File: config.mk
export PLATFORM = sky130hd
export DESIGN_NAME = sitoa_ram
export DESIGN_NICKNAME = d
export VERILOG_FILES = /design/src/hdl/sitoa_ram.sv
export SDC_FILE = /design/constraint.sdc
export NUM_CORES = 1
export LEC_CHECK = 0
export BUFFER_PORTS_ARGS = -buffer_cell sky130_fd_sc_hd__clkbuf_2
export CORE_ASPECT_RATIO = 1.25
export CORE_MARGIN = 2
export CORE_UTILIZATION = 45
export DETAILED_ROUTE_END_ITERATION = 10
export GPL_ROUTABILITY_DRIVEN = 0
export PLACE_DENSITY_LB_ADDON = 0.2
export SETUP_SLACK_MARGIN = 0.15
export SLEW_MARGIN = 30
export SYNTH_ARGS = -nofsm -noshare
export SYNTH_HDL_FRONTEND = slang
export SYNTH_SLANG_ARGS = --single-unit
File: constraint.sdc
create_clock -name clk_i -period 6.12 [get_ports clk_i]
set_input_delay 1.224 -clock clk_i [delete_from_list [all_inputs] [get_ports clk_i]]
set_output_delay 1.224 -clock clk_i [all_outputs]
set_load 0.01 [all_outputs]
File: src/hdl/sitoa_ram.sv
// generic simple dual-port ram with registered read
module sitoa_ram #(
  parameter int unsigned WIDTH = 4,
  parameter int unsigned DEPTH = 64
) (
  input  logic                     clk_i,
  input  logic                     we_i,
  input  logic [$clog2(DEPTH)-1:0] waddr_i,
  input  logic [WIDTH-1:0]         wdata_i,
  input  logic                     re_i,
  input  logic [$clog2(DEPTH)-1:0] raddr_i,
  output logic [WIDTH-1:0]         rdata_o
);

  logic [WIDTH-1:0] mem [DEPTH];
  logic [WIDTH-1:0] rdata_q;

  always_ff @(posedge clk_i) begin
    if (we_i) begin
      mem[waddr_i] <= wdata_i;
    end
    if (re_i) begin
      rdata_q <= mem[raddr_i];
    end
  end

  assign rdata_o = rdata_q;

endmodule
==> results.yml <==
placement:
  placed_area_mm2: 0.0108
  post-place-ws_ns: 2.28
  portBuffers: 22
  hpwl_um: 14400
hold_path:
  min-delay-start: "mem[39][1]$_DFFE_PP_"
  hold_end: "rdata_o[1]$_DFFE_PP_"
  min_path_cells: 4
  min_path_type: "flop to flop"
clock_network:
  clock_path_buffers: 3
  cts_tree: "done"
  cts_resized: 0
  clock_sinks: 260
  clk_latency_ns: 0.52
  ctsHtreeMaxLevel: 1
  cts.reportedPaths.clkPinSlew_ns: 0.06
  cts_buffers: 25
  cts_root_buffer: "clkbuf_16"
  cts_hold_buffers: 0
  cts_setup_buffers: 0
timing:
  worstMarginPinSlew_ns: 0.892
  hold_viol_final: 0
  fin_crit_ns: 3.27
  drv_slew: 0
  fin_worst_skew_ns: 0.0146
  slew_headroom_pct: 40.5
  max_freq_ghz: 0.306
  fin_hold_ws_ns: 0.941
  rsz0062_at_grt: "no"
  finalCritPeriodShare_pct: 53.4
  layout_setup_ws_ns: 2.85
  final.setup.tns_ns: 0
  finalSetupViolCount: 0
yosys:
  synth_ff_type: "edfxtp_1"
  syn_inst: 521
  synth_seq_cells: 260
  syn_avg_cell_area_um2: 20.1
  async_reset_ff_share_pct: 0
  synth_edf_count: 260
  synth_nets: 540
  synth_cell_types: 43
  syn_area_mm2: 0.0104
  yosysSeqAreaShare_pct: 74.7
  yosys_warnings: 0
run_status:
  status: "finished clean"
layout:
  fin_nets: 570
  fillers: 1865
  regArea_mm2: 0.00781
  syn2layout_area_growth_pct: 9.74
  drive_gt1_share_pct: 19.4
  finalInstanceArea_mm2: 0.0115
  multi_input_area_mm2: 0.00243
  antenna_cells: 0
die:
  placementRows: 62
  ios: 23
  die_y_um: 174
  die_w_um: 140
  die_area_mm2: 0.0245
  start_util_pct: 45.7
  design.core.area_mm2: 0.0229
grt:
  grt_first_pass_wirelength_um: 33500
  grt_usage_pct: 18.6
  grt_pass1_vias: 5436
  grt_start_max_net_pins: 65
  grt.overflow.total: 0
  antenna_found_initial: 0
setup_path:
  cp-start-kind: "input pin"
  cp.required_ns: 6.38
  reg2reg_depth: 4
  arrival_ns: 3.53
  reg2reg_slack_ns: 4.21
  critical_path_class: "input pin to flop"
  worstReg2RegStart: "mem[22][2]$_DFFE_PP_"
  cp-end-kind: "flop"
  worstPathMaxFanout: 45
  r2r_end: "rdata_o[2]$_DFFE_PP_"
drt:
  vias_per_cell: 5.96
  dr_wl_met3_um: 1240
  drc: 0
  topRoutingLayerUsed: "met4"
  dr.pass1.iters: 4
  drt_iter0_markers: 344
  wirelength_met1_um: 8670
  wl_um: 22200
  wl_met2_um: 11700
  dr_total_vias: 5068
  wl_per_cell_um: 26.1
  ant_nets: 0
power:
  power_density_mw_per_mm2: 306
  irDropWorstVdd_mv: 0.187
  leakage_uw: 0.00358
flow_run:
  cap_viol_max_count: 0
-- how the worst max path moves through the flow --
stage                     from                   end  cells past startpoint
floorplan           raddr_i[0]  rdata_o[0]$_DFFE_PP_                      7
global placement    raddr_i[0]  rdata_o[2]$_DFFE_PP_                      6
CTS                 raddr_i[0]  rdata_o[2]$_DFFE_PP_                      6
global route        raddr_i[0]  rdata_o[2]$_DFFE_PP_                      6
detailed placement  raddr_i[0]  rdata_o[2]$_DFFE_PP_                      6
finish              raddr_i[0]  rdata_o[2]$_DFFE_PP_                      6
-- cell usage after synthesis (2+ instances only) --
library cell	instances	area [um^2]
a22o_1	4	35.0
nor2_1	74	278
nand2_1	10	37.5
edfxtp_1	260	7810
mux4_1	19	499
nand3_1	11	55.1
o21ai_0	3	15.0
nand3b_1	4	30.0
o221ai_1	6	52.6
buf_12	2	40.0
mux2i_1	5	50.1
o32ai_1	2	17.5
nor3_1	3	15.0
nand2b_1	7	43.8
buf_4	2	15.0
a21oi_1	4	20.0
buf_2	3	15.0
clkbuf_1	10	37.5
mux4_2	46	1040
a22oi_1	8	60.1
nand4_1	2	12.5
inv_1	2	7.51
o22ai_1	3	18.8
or3_1	2	12.5
buf_6	6	67.6
nor2b_1	6	37.5
-- per-layer routing --
layer / track usage (%) / vias to the layer above
met1: 23.6 / 2634
met2: 33.0 / 181
met5: 0 / -
met3: 3.00 / 38
met4: 5.85 / 0
li1: - / 2215
-- where the power goes --
part           switching, uW  internal, uW  leakage (uW)
combinational            115          66.1      0.000891
sequential              4.27          1980       0.00234
clock                    609           741      0.000343
total                    728          2780       0.00358
-- flip-flops by register name, indices dropped and copies added, names as in the netlist --
register  count
mem         256
rdata_o       4
-- per-stage QoR --
stage | power (uW) | std cells | util (%)
floorplan | 2130 | 521 | -
CTS | 3540 | 851 | 50.1
finish | 3510 | 851 | 50.1
detailed placement | 2200 | 812 | 47.1
global route | 3610 | 851 | 50.1
global placement | 2200 | 812 | 47.1
-- critical path, stage by stage --
cell	delay [ns]
buf_4	0.66
buf_4	0.40
mux4_2	0.54
a22oi_1	0.21
nand2_1	0.12
a221o_1	0.33
-- cells by family after synthesis --
family / count (synthesis) / share of synthesized area (%)
flops: 260 / 74.7
mux: 70 / 15.2
simple gates: 125 / 5.44
buf+inv: 29 / 2.02
compound gates: 37 / 2.63
-- layout by cell type (no fill, tap or decap), types with 6 or more instances in the layout --
cell type and count:
edfxtp_1 260, nor2_1 74, mux4_2 46, clkbuf_16 25, clkbuf_2 20, mux4_1 19, nand3_1 11, nand2_1 10
a22oi_1 8, buf_4 8, nand2b_1 7, nor2b_1 6, o221ai_1 6
-- layout make-up --
type	instances	share of cell area, %
tap	288	3.14
inverter	3	0.0982
timing repair buffer	29	1.46
multi-input combinational	232	21.2
clock buffer	30	5.62
sequential	260	68.1
clock inverter	9	0.393
(Power assumes the default switching activity.)
